<file path="config.mk">
export PLATFORM = sky130hd
export DESIGN_NAME = sparse_slot_rank_index
export DESIGN_NICKNAME = d
export VERILOG_FILES = /design/src/ssri_pkg.sv /design/src/ssri_cfg.sv /design/src/ssri_core.sv /design/src/sparse_slot_rank_index.sv
export SDC_FILE = /design/constraint.sdc
export NUM_CORES = 1
export LEC_CHECK = 0
export BUFFER_PORTS_ARGS = -buffer_cell sky130_fd_sc_hd__buf_2
export CORE_UTILIZATION = 64
export CTS_CLUSTER_DIAMETER = 120
export DETAILED_ROUTE_END_ITERATION = 10
export PLACE_DENSITY = 0.83
export SKIP_LAST_GASP = 1
export SLEW_MARGIN = 40
export SYNTH_ARGS = -nofsm -noshare
export SYNTH_HDL_FRONTEND = slang
export SYNTH_SLANG_ARGS = --single-unit
</file>
<file path="constraint.sdc">
create_clock -name clk -period 8.55 [get_ports clk]
set_input_delay 0 -clock clk [delete_from_list [all_inputs] [get_ports clk]]
set_output_delay 0 -clock clk [all_outputs]
set_load 0.02 [all_outputs]
</file>
<file path="src/ssri_pkg.sv">
// shared types, constants and popcount helpers for the sparse slot rank index
`timescale 1ns / 1ps

package ssri_pkg;

	localparam int MAP_WORDS = 3;
	localparam int MAX_PROPS = 256;
	localparam int MAP_BITS  = MAP_WORDS * 32;
	localparam int MAP_IDX_W = $clog2(MAP_BITS);
	localparam int POP_W     = $clog2(MAP_BITS + 1);

	localparam logic REG_PROP_COUNT = 1'b0;

	typedef enum logic [1:0] {
		OP_LOOKUP = 2'd0,
		OP_MAP    = 2'd1,
		OP_CLEAR  = 2'd2,
		OP_NONE   = 2'd3
	} op_t;

	typedef enum logic [1:0] {
		ST_PRESENT   = 2'd0,
		ST_UNMAPPED  = 2'd1,
		ST_UNDEFINED = 2'd2,
		ST_INVALID   = 2'd3
	} status_t;

	typedef struct packed {
		logic [1:0] operation;
		logic [7:0] prop_index;
	} req_t;

	typedef struct packed {
		logic [1:0] status;
		logic [7:0] offset;
		logic [8:0] total_slots;
	} rsp_t;

	function automatic logic [5:0] pop32(input logic [31:0] v);
		logic [31:0] x;
		x = ((v & 32'hAAAAAAAA) >> 1) + (v & ~32'hAAAAAAAA);
		x = ((x & 32'hCCCCCCCC) >> 2) + (x & ~32'hCCCCCCCC);
		x = ((x & 32'hF0F0F0F0) >> 4) + (x & ~32'hF0F0F0F0);
		x = ((x & 32'hFF00FF00) >> 8) + (x & ~32'hFF00FF00);
		x = ((x & 32'hFFFF0000) >> 16) + (x & ~32'hFFFF0000);
		return x[5:0];
	endfunction

	function automatic logic [POP_W-1:0] pop_map(input logic [MAP_BITS-1:0] v);
		logic [POP_W-1:0] n;
		n = '0;
		for (int w = 0; w < MAP_WORDS; w++) begin
			n = n + POP_W'(pop32(v[w*32 +: 32]));
		end
		return n;
	endfunction

endpackage

</file>
<file path="src/ssri_cfg.sv">
// apb register port holding the property count
`timescale 1ns / 1ps

module ssri_cfg (
	input  logic        clk,
	input  logic        arst_n,
	input  logic        psel,
	input  logic        penable,
	input  logic        pwrite,
	input  logic [2:0]  paddr,
	input  logic [31:0] pwdata,
	output logic [31:0] prdata,
	output logic        pready,
	output logic [8:0]  prop_count
);
	import ssri_pkg::*;

	logic [8:0] prop_count_q;
	logic       wr_en;
	logic [8:0] wr_val;

	assign pready = 1'b1;
	assign wr_en  = psel && penable && pwrite && (paddr[2] == REG_PROP_COUNT);
	// values above the class limit saturate
	assign wr_val = (pwdata[8:0] > 9'(MAX_PROPS)) ? 9'(MAX_PROPS) : pwdata[8:0];

	always_ff @(posedge clk or negedge arst_n) begin
		if (!arst_n) begin
			prop_count_q <= '0;
		end else if (wr_en) begin
			prop_count_q <= wr_val;
		end
	end

	always_comb begin
		prdata = '0;
		if (paddr[2] == REG_PROP_COUNT) begin
			prdata = {23'd0, prop_count_q};
		end
	end

	assign prop_count = prop_count_q;

endmodule

</file>
<file path="src/ssri_core.sv">
// presence bitmap with rank, map and clear logic for one registered item
`timescale 1ns / 1ps

module ssri_core (
	input  logic          clk,
	input  logic          arst_n,
	input  logic          vld_s1,
	input  ssri_pkg::req_t req_s1,
	input  logic [8:0]    prop_count,
	output ssri_pkg::rsp_t rsp
);
	import ssri_pkg::*;

	logic [MAP_BITS-1:0] bits_q;
	logic [MAP_BITS-1:0] below_mask;
	logic [7:0]          idx;
	logic                defined;
	logic                in_map;
	logic                bit_at;
	logic [POP_W-1:0]    pop_total;
	logic [POP_W-1:0]    rank;
	logic [8:0]          extra;
	logic [8:0]          beyond_off;
	logic [8:0]          pop_after;
	logic                do_set;
	logic                do_clear;

	assign idx     = req_s1.prop_index;
	assign defined = {1'b0, idx} < prop_count;
	assign in_map  = 32'(idx) < 32'(MAP_BITS);
	assign bit_at  = in_map && bits_q[idx[MAP_IDX_W-1:0]];

	always_comb begin
		for (int i = 0; i < MAP_BITS; i++) begin
			below_mask[i] = 32'(i) < 32'(idx);
		end
	end

	assign pop_total = pop_map(bits_q);
	// setting the bit itself leaves the count below it unchanged
	assign rank      = pop_map(bits_q & below_mask);

	assign extra = (prop_count > 9'(MAP_BITS)) ? (prop_count - 9'(MAP_BITS)) : 9'd0;
	// always-present slots past the bitmap; wraps to the offset width
	assign beyond_off = {1'b0, idx} + 9'(pop_total) - 9'(MAP_BITS);

	assign do_set   = vld_s1 && (req_s1.operation == OP_MAP) && defined && in_map && !bit_at;
	assign do_clear = vld_s1 && (req_s1.operation == OP_CLEAR);

	always_ff @(posedge clk or negedge arst_n) begin
		if (!arst_n) begin
			bits_q <= '0;
		end else if (do_clear) begin
			bits_q <= '0;
		end else if (do_set) begin
			bits_q[idx[MAP_IDX_W-1:0]] <= 1'b1;
		end
	end

	always_comb begin
		rsp.status = ST_PRESENT;
		rsp.offset = '0;
		pop_after  = 9'(pop_total);
		case (req_s1.operation)
			OP_LOOKUP: begin
				if (!defined) begin
					rsp.status = ST_UNDEFINED;
				end else if (!in_map) begin
					rsp.offset = beyond_off[7:0];
				end else if (!bit_at) begin
					rsp.status = ST_UNMAPPED;
				end else begin
					rsp.offset = 8'(rank);
				end
			end
			OP_MAP: begin
				if (!defined) begin
					rsp.status = ST_UNDEFINED;
				end else if (!in_map || bit_at) begin
					rsp.status = ST_INVALID;
				end else begin
					rsp.offset = 8'(rank);
					pop_after  = 9'(pop_total) + 9'd1;
				end
			end
			OP_CLEAR: begin
				pop_after = '0;
			end
			default: begin
				rsp.status = ST_INVALID;
			end
		endcase
		rsp.total_slots = pop_after + extra;
	end

endmodule

</file>
<file path="src/sparse_slot_rank_index.sv">
// Sparse slot rank index: presence bitmap over the first 96 property indices.
//
// Commands enter on start with a request item (operation, prop_index); start is
// taken whenever busy is low, and busy is always low, so one item per cycle.
// Operations: lookup returns the packed slot offset, map sets the presence bit
// and returns the new offset, clear empties the bitmap. Every result carries
// the total slot count after the operation.
// The item is registered at the accepting edge, worked on by the 96-bit masked
// popcount, and the result is registered at the edge after: done rises at that
// edge and stays high for exactly one cycle, so the result is taken at the edge
// that ends the done pulse.
// Throughput 1 item per cycle; back-to-back items see the bitmap as left by the
// one before. The receiver cannot stall; each result is valid only while done
// is high. prop_count is written through the apb port at byte address 0; the
// user must do so only while idle, as the block does not enforce it. Reset
// clears the bitmap, prop_count and the pipeline valid flags.
`timescale 1ns / 1ps

module sparse_slot_rank_index (
	input  logic          clk,
	input  logic          arst_n,
	input  logic          start,
	output logic          busy,
	input  ssri_pkg::req_t request,
	output logic          done,
	output ssri_pkg::rsp_t result,
	input  logic          psel,
	input  logic          penable,
	input  logic          pwrite,
	input  logic [2:0]    paddr,
	input  logic [31:0]   pwdata,
	output logic [31:0]   prdata,
	output logic          pready
);
	import ssri_pkg::*;

	logic       vld_s1;
	req_t       req_s1;
	logic       vld_s2;
	rsp_t       rsp_s2;
	rsp_t       rsp;
	logic [8:0] prop_count;

	assign busy = 1'b0;

	ssri_cfg u_cfg (
		.clk        (clk),
		.arst_n     (arst_n),
		.psel       (psel),
		.penable    (penable),
		.pwrite     (pwrite),
		.paddr      (paddr),
		.pwdata     (pwdata),
		.prdata     (prdata),
		.pready     (pready),
		.prop_count (prop_count)
	);

	ssri_core u_core (
		.clk        (clk),
		.arst_n     (arst_n),
		.vld_s1     (vld_s1),
		.req_s1     (req_s1),
		.prop_count (prop_count),
		.rsp        (rsp)
	);

	always_ff @(posedge clk or negedge arst_n) begin
		if (!arst_n) begin
			vld_s1 <= 1'b0;
			vld_s2 <= 1'b0;
		end else begin
			vld_s1 <= start && !busy;
			vld_s2 <= vld_s1;
		end
	end

	always_ff @(posedge clk) begin
		if (start && !busy) begin
			req_s1 <= request;
		end
		if (vld_s1) begin
			rsp_s2 <= rsp;
		end
	end

	assign done   = vld_s2;
	assign result = rsp_s2;

endmodule
</file>
# [Yosys cells after proc, flatten, opt, wreduce, memory -nomap -nowiden]
# Index checks and enable logic that the tools add are counted.
[classes] n_addsub=39 n_lt_le_gt_ge=102 n_eq_ne=2 n_mux=24 n_bitwise=3 reduce_logical=15
[op_table] operator="< comparator 6 x 8 -> 1 bit, first input constant" count=32
[op_table] operator="< comparator 7 x 8 -> 1 bit, first input constant" count=32
[op_table] operator="adder 31 x 31 -> 32 bit" count=6
[op_table] operator="two-way mux 96 bit" count=2
[op_table] operator="adder 30 x 30 -> 31 bit" count=6
[op_table] operator="adder 27 x 28 -> 29 bit" count=6
[op_table] operator="adder 21 x 22 -> 22 bit" count=6
[op_table] operator="< comparator 5 x 8 -> 1 bit, first input constant" count=16
[op_table] operator="bitwise AND 96 bit" count=1
[op_table] operator="OR 96 bit" count=1
[op_table] operator="< comparator 4 x 8 -> 1 bit, first input constant" count=8
[op_table] operator="adder 6 bit" count=6
[op_table] operator="< comparator 3 x 8 -> 1 bit, first input constant" count=4
[op_table] operator="two-way mux 8 bit" count=4
[op_table] operator="case mux 8 bit (2 select lines)" count=2
[op_table] operator="two-way mux 9 bit" count=3
[op_table] operator="two-way mux 7 bit" count=3
[op_table] operator="< comparator 1 x 8 -> 1 bit, first input constant" count=2
[op_table] operator="< comparator 2 x 8 -> 1 bit, first input constant" count=2
[op_table] operator="adder 6 x 6 -> 7 bit" count=2
[op_table] operator="adder 7 x 6 -> 7 bit" count=2
[op_table] operator="logical AND 1 bit" count=10
[op_table] operator="adder 9 bit" count=1
[op_table] operator="> comparator 9 x 7 -> 1 bit, second input constant" count=1
[op_table] operator="21 further kinds" count=27
[totals] register_bits=136 in_bits=51 out_inout_bits=54 elab_cells=194

# [Longest topological paths before layout]
[depth] ltp_word=13 mapped_depth=30 mapped_depth_nobuf=29

# [Cells and area by module]
# From an unflattened synthesis, not the netlist that was laid out.
[unflattened] hier_cells=1650 hier_area_um2=16568.4
[modules_own_cells] mod="ssri_core" instances=1 cells_each=1554 area_per_inst_um2=14938.1 seq_area_each_um2=2402.3
[modules_own_cells] mod="sparse_slot_rank_index" instances=1 cells_each=33 area_per_inst_um2=932.1 seq_area_each_um2=920.9
[modules_own_cells] mod="ssri_cfg" instances=1 cells_each=63 area_per_inst_um2=698.2 seq_area_each_um2=225.2

# [Worst setup path before layout]
# Ideal clock, no wire load.
[synth_timing] kind="register to register" startpoint="register, netlist name req_s1[6]" endpoint="register rsp_s2 (netlist bit result[15]), data pin" setup_time_ns=0.256 t_arrival_ns=6.467 required_ns=8.294 setup_slack_ns=1.827 path_stages_with_launch=25 n_path_buf=1 period_less_slack_ns=6.723 path_cell_list="edfxtp_1 -> clkbuf_1 -> nand2_1 -> nor3b_1 -> nor2b_1 -> a21oi_1 -> ha_1 -> ha_1 -> fa_1 -> inv_1 -> fa_1 -> inv_1 -> fa_1 -> ha_1 -> a21o_1 -> a21oi_1 -> xnor2_1 -> fa_1 -> inv_1 -> ha_1 -> a21o_1 -> a21o_1 -> a21oi_1 -> xor2_1 -> a22o_1"
[synth_lines] item="end signal: assignment" line="sparse_slot_rank_index.sv:83" rtl="rsp_s2 <= rsp;"
[synth_lines] item="end: declaration" line="sparse_slot_rank_index.sv:40" rtl="rsp_t rsp_s2;"

==> qor.yml <==
clock_network:
  cts.hold.buffers_added: 29
  numCtsBuffers: 17
  tritoncts_clock_tree: "yes"
  root_buffer_master: "clkbuf_16"
  clock_sinks: 136
  ctsLongestPathBuffers: 2
  path_clk_slew_ps: 60
  clkLatencyLatePin_ps: 430
  htree_num_levels: 4
  post_cts_resized: 0
  cts_setup_buffers: 0
cells_and_area:
  layout-drive-gt1-share_pct: 6.91
  antenna_cells: 0
  fin_area_sq_mm: 0.0180
  flow.area_growth_from_synthesis_pct: 8.10
  nNetsFinal: 2232
setup_path:
  critPathSlowestCell: "fa_1"
  crit_chain: "ha_1 > ha_1 > fa_1 > inv_1 > fa_1 > inv_1 > fa_1 > fa_1 > xor2_1 > fa_1 > fa_1 > and3_1 > nand3_1 > a311o_1 > ha_1 > o21ai_0 > a21boi_0 > o21ai_0 > nand2b_1 > a21o_1 > a21oi_1 > xor2_1"
  critical-path-top-delay-family: "adder cells"
  cp-end-kind: "flop"
  cp.buffers_inverters: 2
  arrival_ps: 7840
  critical_path.max_fanout: 6
  timing.setup.critical_path_class: "reg -> reg"
  most_numerous_cell_on_the_critical_path: "fa_1"
  startpoint_class_of_the_critical_path: "flop"
  critical-path-max-stage-delay_ps: 790
  worst_ep_required_time_ps: 8730
sta:
  tightestPinTransition_ps: 810
  report.final.setup_viol: 0
  slew_headroom_pct: 45.6
  totalNegativeSetupSlack_ps: 0
  period_needed_ps: 7660
  rsz0062_at_grt: "false"
  final-max-slew-violation-count: 0
  clock-skew-final_ps: 14.7
  layout_worst_path_cycle_share_pct: 89.6
  timing.fmax_ghz: 0.131
  count_of_endpoints_failing_hold_in_the_final_timing_report: 0
detailed_routing:
  detail_route.drc_violations: 0
  drt-vias-per-instance: 6.36
  detailed_route_wire_length_um: 44400
  vias: 13200
  antenna_violating_nets_remaining: 0
  detailedRoute.firstPassIterationCount: 6
  dr.first_iter.drc_count: 1700
  average_routed_wire_per_standard_cell_um: 21.3
grt:
  grt_start_max_net_pins: 97
  grt_overflow_total: 0
  first_global_vias: 13300
  antenna_found_initial: 0
  globalRouteTotalUtil_pct: 34.8
  grt_first_pass_wirelength_um: 70700
yosys:
  post_synth_num_cell_types: 71
  most_used_dff_post_synth: "dfrtp_1"
  postSynth.asyncResetShare_pct: 78.7
  yosys_warnings: 0
  number_of_synthesized_register_bits: 136
  postSynthCellCount: 1683
  synth_largest_area_cell: "ha_1"
  edff_count_synth: 29
  netlist_area_sq_mm: 0.0166
  yosys_top_cell_area_share_pct: 25.5
  synth_seq_area_share_pct: 21.4
  synthTopCellsByArea: "ha_1, dfrtp_1, fa_1, edfxtp_1, a21o_1"
  synthesized_area_per_cell_sq_um: 9.87
power_and_ir_drop:
  switching_share_pct: 31.0
  pwr-share-seq_pct: 39.3
  internal_power_uw: 1260
  combPwrFrac_pct: 18.8
  report.power.total_uw: 1830
  max-vdd-ir-drop_mv: 0.120
  clock_power_share_pct: 41.9
  p_switching_uw: 568
  pwr_per_cell_area_mw_per_mm2: 102
  power.leakage_uw: 0.0109
min_path:
  hold_path.class: "in -> async"
placed_design:
  gp_congestion: 0.962
  io_buffers: 54
  dpl_cell_area_sq_mm: 0.0171
  post-dp-hpwl_um: 34400
floorplan:
  die-width_um: 163
  core.rowCount: 58
  vertical_die_dimension_um: 163
  starting_utilization_of_the_core_area_pct: 65.6
  io_pins: 105
  die_area_sq_mm: 0.0266
  core-area_sq_mm: 0.0253
run:
  cap_viol_max_count: 0
run_status:
  run_status: "finished, final reports clean"
-- metrics by stage --
step	instances	hold slack (ps)	setup slack [ps]	utilization, %
after global routing	2080	160	644	70.9
after detailed placement	2019	4.34	1240	67.4
after CTS	2080	98.9	1210	70.9
final	2080	130	890	70.9
after floorplan	1706	-296	1830	-
after global placement	2018	-4.67	1380	67.2
-- cell families after synthesis --
group | Yosys count | share of synthesized area, %
adders and majority gates | 444 | 38.2
AOI/OAI and AO/OA | 417 | 17.0
and+or+nand+nor | 356 | 10.5
buffers and inverters | 195 | 5.44
DFF | 136 | 21.4
xor gates and xnor gates | 86 | 4.54
muxes | 47 | 2.94
other | 2 | 0.0452
-- path summary, 6_finish.rpt --
kind / start / to / slack [ps] / depth (start not counted)
max: u_core.bits_q[61] / result[8] / 890 / 22
min: arst_n / u_core.bits_q[40] / 130 / 2
max reg2reg: u_core.bits_q[61] / result[8] / 890 / 22
min reg2reg: u_cfg.prop_count[1] / u_cfg.prop_count[1] / 500 / 2
max in group asynchronous: arst_n / vld_s1 / 7370 / 4
min in group clk: request[4] / req_s1[4] / 280 / 2
-- placed cells by master (no fill, tap or decap), drive strengths merged, types with 11 or more instances in the layout --
| cell type | n |
|---|---|
| fa | 106 |
| mux2i | 45 |
| nand2 | 153 |
| o21ai | 101 |
| edfxtp | 29 |
| a21boi | 29 |
| clkbuf | 21 |
| a22o | 36 |
| buf | 73 |
| nor2b | 16 |
| xnor2 | 38 |
| a32o | 11 |
| nor3 | 20 |
| dlygate4sd3 | 29 |
| conb | 25 |
| a22oi | 13 |
| nor2 | 44 |
| a21oi | 80 |
| nand2b | 28 |
| inv | 106 |
| dfrtp | 107 |
| ha | 338 |
| and3 | 19 |
| nand3 | 20 |
| a21o | 107 |
| and2 | 34 |
| xor2 | 48 |
-- registers in the layout (all words and copies together), names as in the netlist --
name	cells
req_s1	10
u_cfg.prop_count	9
u_core.bits_q	96
result	19
done	1
vld_s1	1
-- cell usage after synthesis, types with 30 or more instances --
cell type,n
nor2_1,43
dfrtp_1,107
mux2i_1,44
buf_4,30
xnor2_1,38
ha_1,338
clkbuf_1,40
fa_1,106
a22o_1,36
a21o_1,107
inv_1,105
nand2_1,153
xor2_1,48
o21ai_0,100
and2_1,33
a21oi_1,80
-- power by group through the flow --
| stage | Clock [uW] | Combinational, uW | Sequential [uW] |
|---|---|---|---|
| final | 767 | 344 | 720 |
| after global routing | 788 | 369 | 721 |
| after CTS | 758 | 331 | 717 |
| after detailed placement | 0 | 317 | 729 |
| after global placement | 0 | 307 | 728 |
| after floorplan | 0 | 221 | 729 |
-- routing by layer --
layer | track usage (%) | up-vias | wire, um
li1 | - | 6040 | -
met1 | 47.8 | 6344 | 18300
met2 | 54.4 | 726 | 20300
met3 | 7.08 | 123 | 4370
met4 | 12.5 | 0 | 1420
met5 | 0 | - | 0
-- final cells by class --
| cell class | instances | area, sq um |
|---|---|---|
| multi-input cells | 1375 | 12300 |
| fillers | 1837 | 7380 |
| flip-flops and latches | 136 | 3550 |
| repair buffers | 102 | 722 |
| clock buffers | 21 | 483 |
| well taps | 330 | 413 |
| inverters | 105 | 394 |
| clock inverters | 11 | 118 |
(Power assumes the default switching activity.)
